===== config.mk =====
export PLATFORM = sky130hd
export DESIGN_NAME = marine_bus_datagram_decoder_top_flat
export DESIGN_NICKNAME = d
export VERILOG_FILES = /design/src/rtl/mbdd_pkg.sv /design/src/rtl/mbdd_if.sv /design/src/rtl/mbdd_decode.sv /design/src/rtl/marine_bus_datagram_decoder_top.sv /design/src/flat_wrapper.sv
export VERILOG_INCLUDE_DIRS = /design/src /design/src/rtl
export SDC_FILE = /design/constraint.sdc
export NUM_CORES = 1
export LEC_CHECK = 0
export BUFFER_PORTS_ARGS = -buffer_cell sky130_fd_sc_hd__buf_2
export CAP_MARGIN = 20
export CORE_AREA = 5 5 148 150
export DETAILED_ROUTE_END_ITERATION = 6
export DIE_AREA = 0 0 153 155
export HOLD_SLACK_MARGIN = 0.1
export PLACE_DENSITY = 0.63
export SLEW_MARGIN = 20
export SYNTH_ARGS = -nofsm -noshare
export SYNTH_HDL_FRONTEND = slang
export SYNTH_HIERARCHICAL = 1
export SYNTH_SLANG_ARGS = --single-unit

===== constraint.sdc =====
create_clock -name clock -period 6.45 [get_ports clock]
set_clock_uncertainty 0.05 [all_clocks]
set_input_delay 1.29 -clock clock [delete_from_list [all_inputs] [get_ports clock]]
set_output_delay 1.29 -clock clock [all_outputs]
set_load 0.05 [all_outputs]

===== src/rtl/assert_macros.svh =====
// ----------------------------------------------------------------------------
// assertion macros
// shared concurrent assertion forms for the rtl
// ----------------------------------------------------------------------------
`ifndef ASSERT_MACROS_SVH
`define ASSERT_MACROS_SVH

// condition holds in the same cycle as the trigger
`define MBDD_ASSERT_NOW(lbl, clk, rst, ante, cons) \
   lbl: assert property (@(posedge clk) disable iff (rst) (ante) |-> (cons)) \
      else $error("assertion failed");

// condition holds in the cycle after the trigger
`define MBDD_ASSERT_NEXT(lbl, clk, rst, ante, cons) \
   lbl: assert property (@(posedge clk) disable iff (rst) (ante) |=> (cons)) \
      else $error("assertion failed");

`endif


===== src/rtl/mbdd_pkg.sv =====
// ----------------------------------------------------------------------------
// mbdd_pkg
// types and constants of the marine bus datagram decoder
// ----------------------------------------------------------------------------
package mbdd_pkg;

   localparam int HEAD_DEPTH = 5;
   localparam int COUNT_W    = 6;

   localparam logic [7:0] CMD_DEPTH       = 8'h00;
   localparam logic [7:0] CMD_WIND_ANGLE  = 8'h10;
   localparam logic [7:0] CMD_WIND_SPEED  = 8'h11;
   localparam logic [7:0] CMD_WATER_SPEED = 8'h20;
   localparam logic [7:0] CMD_TEMPERATURE = 8'h23;

   localparam logic [7:0] MAX_WIND_AGE_RESET = 8'd3;

   typedef enum logic [2:0] {
      KIND_DEPTH       = 3'd0,
      KIND_WIND_ANGLE  = 3'd1,
      KIND_WIND_SPEED  = 3'd2,
      KIND_WATER_SPEED = 3'd3,
      KIND_TEMPERATURE = 3'd4,
      KIND_UNKNOWN     = 3'd5
   } msg_kind_type;

   typedef enum logic [1:0] {
      STATUS_OK      = 2'd0,
      STATUS_LENGTH  = 2'd1,
      STATUS_UNKNOWN = 2'd2
   } status_type;

   typedef logic [HEAD_DEPTH-1:0][7:0] head_type;

   typedef struct packed {
      head_type             head;
      logic [COUNT_W-1:0]   count;
      logic                 overflow;
   } datagram_type;

   typedef struct packed {
      logic [15:0] angle;
      logic [10:0] speed;
      logic [7:0]  angle_stamp;
      logic [7:0]  speed_stamp;
   } wind_state_type;

   typedef struct packed {
      msg_kind_type msg_kind;
      status_type   status;
      logic [15:0]  value_main;
      logic [7:0]   value_extra;
      logic [15:0]  wind_angle_halfdeg;
      logic [10:0]  wind_speed_tenths;
      logic         wind_fresh;
      logic         overflow;
   } result_type;

endpackage


===== src/rtl/mbdd_if.sv =====
// ----------------------------------------------------------------------------
// mbdd channel interfaces
// valid/ready channels for characters, results and the age register
// ----------------------------------------------------------------------------
interface mbdd_req_if;
   logic       valid;
   logic       ready;
   logic       is_tick;
   logic       is_command;
   logic [7:0] char_byte;

   modport source (output valid, is_tick, is_command, char_byte, input ready);
   modport sink   (input valid, is_tick, is_command, char_byte, output ready);
endinterface

interface mbdd_rsp_if;
   logic        valid;
   logic        ready;
   logic [2:0]  msg_kind;
   logic [1:0]  status;
   logic [15:0] value_main;
   logic [7:0]  value_extra;
   logic [15:0] wind_angle_halfdeg;
   logic [10:0] wind_speed_tenths;
   logic        wind_fresh;
   logic        overflow;

   modport source (output valid, msg_kind, status, value_main, value_extra,
                   wind_angle_halfdeg, wind_speed_tenths, wind_fresh, overflow,
                   input ready);
   modport sink   (input valid, msg_kind, status, value_main, value_extra,
                   wind_angle_halfdeg, wind_speed_tenths, wind_fresh, overflow,
                   output ready);
endinterface

interface mbdd_csr_if;
   logic       valid;
   logic       ready;
   logic [7:0] data;

   modport source (output valid, data, input ready);
   modport sink   (input valid, data, output ready);
endinterface


===== src/rtl/mbdd_decode.sv =====
// ----------------------------------------------------------------------------
// mbdd_decode
// checks a finished datagram and decodes it, updating the wind pair
// ----------------------------------------------------------------------------
module mbdd_decode (
   input  mbdd_pkg::datagram_type   dgram_in,
   input  mbdd_pkg::wind_state_type wind_in,
   input  logic [7:0]               tick_time_in,
   input  logic [7:0]               max_age_in,
   output mbdd_pkg::result_type     result_out,
   output mbdd_pkg::wind_state_type wind_out
);

   mbdd_pkg::msg_kind_type kind;
   logic [7:0]             b1, b2, b3, b4;
   logic [8:0]             want;
   logic                   length_ok;
   logic [10:0]            speed_calc;
   logic [7:0]             angle_age;
   logic [7:0]             speed_age;

   always_comb begin
      b1 = dgram_in.head[1];
      b2 = dgram_in.head[2];
      b3 = dgram_in.head[3];
      b4 = dgram_in.head[4];

      unique case (dgram_in.head[0])
         mbdd_pkg::CMD_DEPTH:       kind = mbdd_pkg::KIND_DEPTH;
         mbdd_pkg::CMD_WIND_ANGLE:  kind = mbdd_pkg::KIND_WIND_ANGLE;
         mbdd_pkg::CMD_WIND_SPEED:  kind = mbdd_pkg::KIND_WIND_SPEED;
         mbdd_pkg::CMD_WATER_SPEED: kind = mbdd_pkg::KIND_WATER_SPEED;
         mbdd_pkg::CMD_TEMPERATURE: kind = mbdd_pkg::KIND_TEMPERATURE;
         default:                   kind = mbdd_pkg::KIND_UNKNOWN;
      endcase

      // temperature only carries the length in the low two attribute bits
      if (kind == mbdd_pkg::KIND_TEMPERATURE) begin
         want = {7'd0, b1[1:0]} + 9'd3;
      end else begin
         want = {1'b0, b1} + 9'd3;
      end
      length_ok = !dgram_in.overflow && ({3'd0, dgram_in.count} == want);

      // times ten as shift and add
      speed_calc = {1'b0, b2[6:0], 3'b000} + {3'b000, b2[6:0], 1'b0}
                 + {7'd0, b3[3:0]};

      wind_out                = wind_in;
      result_out.msg_kind     = kind;
      result_out.status       = mbdd_pkg::STATUS_OK;
      result_out.value_main   = 16'd0;
      result_out.value_extra  = 8'd0;

      if (kind == mbdd_pkg::KIND_UNKNOWN) begin
         result_out.status = mbdd_pkg::STATUS_UNKNOWN;
      end else if (!length_ok) begin
         result_out.status = mbdd_pkg::STATUS_LENGTH;
      end else begin
         unique case (kind)
            mbdd_pkg::KIND_DEPTH: begin
               result_out.value_main = {b4, b3};
            end
            mbdd_pkg::KIND_WIND_ANGLE: begin
               result_out.value_main = {b2, b3};
               wind_out.angle        = {b2, b3};
               wind_out.angle_stamp  = tick_time_in;
            end
            mbdd_pkg::KIND_WIND_SPEED: begin
               result_out.value_main = {5'd0, speed_calc};
               wind_out.speed        = speed_calc;
               wind_out.speed_stamp  = tick_time_in;
            end
            mbdd_pkg::KIND_WATER_SPEED: begin
               result_out.value_main = {b3, b2};
            end
            default: begin
               result_out.value_main  = {8'd0, b2};
               result_out.value_extra = b3;
            end
         endcase
      end

      angle_age = tick_time_in - wind_out.angle_stamp;
      speed_age = tick_time_in - wind_out.speed_stamp;

      result_out.wind_angle_halfdeg = wind_out.angle;
      result_out.wind_speed_tenths  = wind_out.speed;
      result_out.wind_fresh         = (angle_age < max_age_in) && (speed_age < max_age_in);
      result_out.overflow           = dgram_in.overflow;
   end

endmodule


===== src/rtl/marine_bus_datagram_decoder_top.sv =====
// ----------------------------------------------------------------------------
// marine_bus_datagram_decoder_top
// Decodes instrument bus datagrams from 9-bit characters and time ticks.
// One beat is taken every clock cycle unless stalled; a command beat that
// closes an open datagram is checked and decoded in the cycle it is taken
// and its result sits in the output register from the next cycle on. The
// input stalls only while that register holds a result the sink has not
// taken. The wind age register is written at any time the block is idle.
// ----------------------------------------------------------------------------
`include "assert_macros.svh"

module marine_bus_datagram_decoder_top #(
   parameter int MAX_BYTES = 32
) (
   input  logic        clock,
   input  logic        reset,
   mbdd_req_if.sink    req_bus,
   mbdd_rsp_if.source  rsp_bus,
   mbdd_csr_if.sink    csr_bus
);

   localparam logic [mbdd_pkg::COUNT_W-1:0] MaxCount = mbdd_pkg::COUNT_W'(MAX_BYTES);
   localparam logic [mbdd_pkg::COUNT_W-1:0] HeadCount =
      mbdd_pkg::COUNT_W'(mbdd_pkg::HEAD_DEPTH);

   logic [7:0]                   max_age_ff, max_age_in;
   mbdd_pkg::head_type           head_ff, head_in;
   logic [mbdd_pkg::COUNT_W-1:0] count_ff, count_in;
   logic                         have_ff, have_in;
   logic                         ovf_ff, ovf_in;
   logic [7:0]                   tick_ff, tick_in;
   mbdd_pkg::wind_state_type     wind_ff, wind_in;
   logic                         rsp_valid_ff, rsp_valid_in;
   mbdd_pkg::result_type         result_ff, result_in;

   mbdd_pkg::datagram_type       dgram;
   mbdd_pkg::wind_state_type     wind_next;
   mbdd_pkg::result_type         decoded;
   logic                         accept;
   logic                         finish;

   assign req_bus.ready = !rsp_valid_ff || rsp_bus.ready;
   assign csr_bus.ready = 1'b1;
   assign accept        = req_bus.valid && req_bus.ready;
   assign finish        = accept && !req_bus.is_tick && req_bus.is_command && have_ff;

   assign dgram = {head_ff, count_ff, ovf_ff};

   mbdd_decode u_decode (
      .dgram_in     (dgram),
      .wind_in      (wind_ff),
      .tick_time_in (tick_ff),
      .max_age_in   (max_age_ff),
      .result_out   (decoded),
      .wind_out     (wind_next)
   );

   always_comb begin
      max_age_in   = csr_bus.valid ? csr_bus.data : max_age_ff;
      head_in      = head_ff;
      count_in     = count_ff;
      have_in      = have_ff;
      ovf_in       = ovf_ff;
      tick_in      = tick_ff;
      wind_in      = wind_ff;
      result_in    = finish ? decoded : result_ff;
      rsp_valid_in = finish || (rsp_valid_ff && !rsp_bus.ready);

      if (accept) begin
         if (req_bus.is_tick) begin
            tick_in = tick_ff + 8'd1;
         end else if (req_bus.is_command) begin
            if (have_ff) begin
               wind_in = wind_next;
            end
            head_in    = '0;
            head_in[0] = req_bus.char_byte;
            count_in   = mbdd_pkg::COUNT_W'(1);
            ovf_in     = 1'b0;
            have_in    = 1'b1;
         end else if (have_ff) begin
            if (count_ff >= MaxCount) begin
               ovf_in = 1'b1;
            end else begin
               if (count_ff < HeadCount) begin
                  head_in[count_ff[2:0]] = req_bus.char_byte;
               end
               count_in = count_ff + mbdd_pkg::COUNT_W'(1);
            end
         end
      end
   end

   always_ff @(posedge clock) begin
      head_ff   <= head_in;
      result_ff <= result_in;
      if (reset) begin
         max_age_ff   <= mbdd_pkg::MAX_WIND_AGE_RESET;
         count_ff     <= '0;
         have_ff      <= 1'b0;
         ovf_ff       <= 1'b0;
         tick_ff      <= '0;
         wind_ff      <= '0;
         rsp_valid_ff <= 1'b0;
      end else begin
         max_age_ff   <= max_age_in;
         count_ff     <= count_in;
         have_ff      <= have_in;
         ovf_ff       <= ovf_in;
         tick_ff      <= tick_in;
         wind_ff      <= wind_in;
         rsp_valid_ff <= rsp_valid_in;
      end
   end

   assign rsp_bus.valid              = rsp_valid_ff;
   assign rsp_bus.msg_kind           = result_ff.msg_kind;
   assign rsp_bus.status             = result_ff.status;
   assign rsp_bus.value_main         = result_ff.value_main;
   assign rsp_bus.value_extra        = result_ff.value_extra;
   assign rsp_bus.wind_angle_halfdeg = result_ff.wind_angle_halfdeg;
   assign rsp_bus.wind_speed_tenths  = result_ff.wind_speed_tenths;
   assign rsp_bus.wind_fresh         = result_ff.wind_fresh;
   assign rsp_bus.overflow           = result_ff.overflow;

   `MBDD_ASSERT_NOW(a_count_bound, clock, reset, 1'b1, count_ff <= MaxCount)
   `MBDD_ASSERT_NOW(a_ovf_at_limit, clock, reset, ovf_ff, count_ff == MaxCount && have_ff)
   `MBDD_ASSERT_NOW(a_idle_empty, clock, reset, !have_ff, count_ff == '0 && !ovf_ff)
   `MBDD_ASSERT_NOW(a_rsp_from_cmd, clock, reset, $rose(rsp_valid_ff), $past(finish))

endmodule

===== src/flat_wrapper.sv =====
// flat-port wrapper written by rule: the top's interface ports become plain ports
module marine_bus_datagram_decoder_top_flat 
#(
   parameter int MAX_BYTES = 32
)
  (clock, reset, req_bus_valid, req_bus_is_tick, req_bus_is_command, req_bus_char_byte, req_bus_ready, rsp_bus_valid, rsp_bus_msg_kind, rsp_bus_status, rsp_bus_value_main, rsp_bus_value_extra, rsp_bus_wind_angle_halfdeg, rsp_bus_wind_speed_tenths, rsp_bus_wind_fresh, rsp_bus_overflow, rsp_bus_ready, csr_bus_valid, csr_bus_data, csr_bus_ready);
  mbdd_req_if req_bus_i ();
  mbdd_rsp_if rsp_bus_i ();
  mbdd_csr_if csr_bus_i ();
  input  logic clock;
  input  logic reset;
  input wire logic [$bits(req_bus_i.valid)-1:0] req_bus_valid;
  input wire logic [$bits(req_bus_i.is_tick)-1:0] req_bus_is_tick;
  input wire logic [$bits(req_bus_i.is_command)-1:0] req_bus_is_command;
  input wire logic [$bits(req_bus_i.char_byte)-1:0] req_bus_char_byte;
  output wire logic [$bits(req_bus_i.ready)-1:0] req_bus_ready;
  output wire logic [$bits(rsp_bus_i.valid)-1:0] rsp_bus_valid;
  output wire logic [$bits(rsp_bus_i.msg_kind)-1:0] rsp_bus_msg_kind;
  output wire logic [$bits(rsp_bus_i.status)-1:0] rsp_bus_status;
  output wire logic [$bits(rsp_bus_i.value_main)-1:0] rsp_bus_value_main;
  output wire logic [$bits(rsp_bus_i.value_extra)-1:0] rsp_bus_value_extra;
  output wire logic [$bits(rsp_bus_i.wind_angle_halfdeg)-1:0] rsp_bus_wind_angle_halfdeg;
  output wire logic [$bits(rsp_bus_i.wind_speed_tenths)-1:0] rsp_bus_wind_speed_tenths;
  output wire logic [$bits(rsp_bus_i.wind_fresh)-1:0] rsp_bus_wind_fresh;
  output wire logic [$bits(rsp_bus_i.overflow)-1:0] rsp_bus_overflow;
  input wire logic [$bits(rsp_bus_i.ready)-1:0] rsp_bus_ready;
  input wire logic [$bits(csr_bus_i.valid)-1:0] csr_bus_valid;
  input wire logic [$bits(csr_bus_i.data)-1:0] csr_bus_data;
  output wire logic [$bits(csr_bus_i.ready)-1:0] csr_bus_ready;
  assign req_bus_i.valid = req_bus_valid;
  assign req_bus_i.is_tick = req_bus_is_tick;
  assign req_bus_i.is_command = req_bus_is_command;
  assign req_bus_i.char_byte = req_bus_char_byte;
  assign req_bus_ready = req_bus_i.ready;
  assign rsp_bus_valid = rsp_bus_i.valid;
  assign rsp_bus_msg_kind = rsp_bus_i.msg_kind;
  assign rsp_bus_status = rsp_bus_i.status;
  assign rsp_bus_value_main = rsp_bus_i.value_main;
  assign rsp_bus_value_extra = rsp_bus_i.value_extra;
  assign rsp_bus_wind_angle_halfdeg = rsp_bus_i.wind_angle_halfdeg;
  assign rsp_bus_wind_speed_tenths = rsp_bus_i.wind_speed_tenths;
  assign rsp_bus_wind_fresh = rsp_bus_i.wind_fresh;
  assign rsp_bus_overflow = rsp_bus_i.overflow;
  assign rsp_bus_i.ready = rsp_bus_ready;
  assign csr_bus_i.valid = csr_bus_valid;
  assign csr_bus_i.data = csr_bus_data;
  assign csr_bus_ready = csr_bus_i.ready;
  marine_bus_datagram_decoder_top #(.MAX_BYTES(MAX_BYTES)) u_core (.clock(clock), .reset(reset), .req_bus(req_bus_i), .rsp_bus(rsp_bus_i), .csr_bus(csr_bus_i));
endmodule

==> results.json <==
{
  "yosys.area_share.simple_pct": 19.80,
  "die_width_um": 153,
  "drv_cap": 0,
  "drive_above_1_share_pct": 16.92,
  "die_h_um": 155,
  "setup_tns_ns": 0,
  "synth_fa_ha_area_share_pct": 6.111,
  "ant_nets": 0,
  "routabilityCongestion": 0.8417,
  "finalInstanceArea_um2": 10130,
  "diodes": 0,
  "yosys.area.top_type": "edfxtp_1",
  "yosysMostFrequentCell": "nand2_1",
  "cts_max_level": 4,
  "syn-cell-area_um2": 9050,
  "crit_path_start_kind": "register",
  "yosysWarnings": 6,
  "nNetsFinal": 1046,
  "multiInputGateArea_um2": 4222,
  "relSlewSlack_pct": 47.97,
  "clk_latency_ns": 0.43,
  "min-delay-path-class": "reg2reg",
  "post_synth_inst_count": 942,
  "hpwl_um": 14970,
  "worstMarginPinSlew_ns": 0.7804,
  "p_int_uw": 1814,
  "drtPass1Iterations": 7,
  "regArea_um2": 4304,
  "yosys_register_bits": 166,
  "cp.arrival_ns": 5.06,
  "fmax_ghz": 0.2034,
  "critPathMaxStageDelay_ns": 0.46,
  "postCtsSetupRepairBufs": 0,
  "die-area_um2": 23720,
  "outcome": "finished, violations left",
  "initial_core_util_pct": 44.02,
  "synthTopCellsByArea": "edfxtp_1 (33%), dfxtp_1 (15%), nand2_1 (8.0%)",
  "async_flop_share_pct": 0,
  "cts_buffer_depth": 2,
  "cts_hold_buf": 0,
  "ys_seq_area_share_pct": 47.56,
  "finalSetupViolations": 0,
  "synth_top_family_by_area": "simple AND/OR/NAND/NOR gates",
  "first_global_vias": 6578,
  "powerDensity_nw_per_um2": 234.3,
  "cts_tree": "built",
  "synth-compound-area-share_pct": 12.08,
  "cp.required_ns": 6.59,
  "wl_per_cell_um": 16.97,
  "synth_top_area_share_pct": 32.52,
  "leakagePower_uw": 0.003616,
  "cp_slowest_cell": "edfxtp_1",
  "core_area_um2": 20560,
  "grt_pass1_wl_um": 35270,
  "violations": "design-rule violations",
  "cp-end-kind": "register",
  "antenna_found_initial": 0,
  "path_common_cell": "ha_1",
  "comb_power_share_pct": 5.9,
  "fin_crit_ns": 4.916,
  "grt.overflow.total": 0,
  "finalCritPeriodShare_pct": 76.21,
  "sw_frac_of_total_pct": 23.57,
  "seqPwrFrac_pct": 48.6,
  "place_area_um2": 9495,
  "synth_xor_area_share_pct": 3.290,
  "peakVddDrop_uv": 180.1,
  "muxShareOfSynthArea_pct": 5.240,
  "power.total_uw": 2373,
  "remaining_drc_errors": 4,
  "hold_violations": 0,
  "cts_sinks": 166,
  "rsz0062_at_grt": "no",
  "cts_resized": 0,
  "synth_cell_types": 77,
  "wl_um": 21520,
  "rows": 53,
  "slew_viol_final": 0,
  "fin_ws_ns": 1.534,
  "synthToLayoutAreaGrowth_pct": 11.92,
  "syn-num-nets": 1008,
  "clkTransAtPathRegs_ns": 0.07,
  "power_switching_uw": 559.5,
  "grt.total_usage_pct": 18.41,
  "path_max_fanout": 30,
  "vias": 6812,
  "synth_top_cells_by_count": "nand2_1 (192), edfxtp_1 (98), a21oi_1 (76)",
  "fillers": 1934,
  "root_buffer": "clkbuf_16",
  "grt_max_degree": 73,
  "ios": 84,
  "cts_buffers": 17,
  "avgSynthCellArea_um2": 9.607,
  "pre_cts_slack_ns": 1.576,
  "vias_per_cell": 5.372,
  "port-buffer-count": 82,
  "ys.flop_type": "edfxtp_1",
  "critPathKind": "reg2reg",
  "drtIter0Drc": 633,
  "synth-edff-count": 98,
  "clock_power_share_pct": 45.5
}
==> cells in the final DEF, fill, tap and decap left out, drive strengths merged, types with 7 or more instances in the layout <==
master	synthesis	routed
mux2i	35	35
clkbuf	28	21
nor4	7	7
a21oi	76	76
dfxtp	68	68
nor3	13	13
xor2	14	14
ha	41	41
and2	15	15
edfxtp	98	98
inv	39	46
nor2b	20	20
a222oi	15	15
nand3	11	11
nand2	192	192
o21ai	29	29
buf	43	90
and3	10	10
mux2	11	11
xnor2	20	20
nand2b	8	8
nor2	74	74
==> stage by stage <==
step / hold WS, ns / utilization, % / instances
floorplan: 0.3829 / - / 942
global placement: 0.3884 / 46.19 / 1236
detailed placement: 0.3964 / 46.19 / 1236
CTS: 0.4059 / 49.25 / 1268
global route: 0.4216 / 49.27 / 1268
finish: 0.4040 / 49.27 / 1268
==> area by class of cell <==
class,count,area share (%)
multi-input combinational,666,41.68
clock buffer,21,4.756
tap,275,3.397
timing repair buffer,90,4.768
clock inverter,11,1.445
inverter,39,1.458
sequential,166,42.50
==> path summary, 6_finish.rpt <==
| kind | startpoint | end | slack [ns] | cells after the start |
|---|---|---|---|---|
| hold reg to reg | u_core/wind_ff[17] | u_core/wind_ff[17] | 0.40 | 2 |
| setup reg to reg | u_core/dgram[15] | u_core/rsp_bus.wind_fresh | 1.53 | 25 |
| setup / recovery | u_core/dgram[15] | u_core/rsp_bus.wind_fresh | 1.53 | 25 |
| hold / removal | u_core/wind_ff[17] | u_core/wind_ff[17] | 0.40 | 2 |
==> critical path: cells and delay by family, from the launching register on <==
| family | cells | cell delay (ns) |
|---|---|---|
| AND/OR/NAND/NOR | 9 | 1.47 |
| flip-flops | 1 | 0.46 |
| buffers and inverters | 3 | 0.53 |
| adder cells (fa/ha/maj) | 4 | 0.92 |
| AO/OA/AOI/OAI | 8 | 1.15 |
| XOR/XNOR | 1 | 0.09 |
==> sequential cells by signal, summed over array words and instances (netlist names) <==
signal / cells
u_core/wind_ff: 43
u_core/dgram: 40
u_core/rsp_bus.value_main: 16
u_core/rsp_bus.wind_angle_halfdeg: 16
u_core/rsp_bus.wind_speed_tenths: 11
u_core/max_age_ff: 8
u_core/rsp_bus.value_extra: 8
u_core/tick_ff: 8
u_core/count_ff: 6
u_core/rsp_bus.msg_kind: 3
u_core/rsp_bus.status: 2
u_core/have_ff: 1
u_core/ovf_ff: 1
u_core/rsp_bus.overflow: 1
u_core/rsp_bus.valid: 1
u_core/rsp_bus.wind_fresh: 1
==> layer usage <==
| metal | track usage [%] | up-vias | routed length, um |
|---|---|---|---|
| met5 | 0 | - | 0 |
| li1 | - | 3347 | - |
| met2 | 30.47 | 183 | 10480 |
| met1 | 25.07 | 3258 | 9734 |
| met4 | 5.600 | 0 | 315 |
| met3 | 2.865 | 24 | 987 |
==> logic make-up after synthesis <==
| logic type | Yosys count |
|---|---|
| AOI/OAI and AO/OA | 163 |
| xor gates and xnor gates | 34 |
| adders and majority gates | 43 |
| buffers and inverters | 110 |
| DFF | 166 |
| muxes | 46 |
| other | 1 |
| and+or+nand+nor | 379 |
==> power by group through the flow <==
| stage | Combinational (uW) | Clock [uW] | Sequential, uW |
|---|---|---|---|
| after global placement | 138 | 0 | 1180 |
| after floorplan | 89.5 | 0 | 1180 |
| after global routing | 156 | 1150 | 1150 |
| after detailed placement | 140 | 0 | 1180 |
| final | 140 | 1080 | 1150 |
| after CTS | 140 | 1100 | 1150 |
Note: power is estimated with default switching activity, not from simulation.
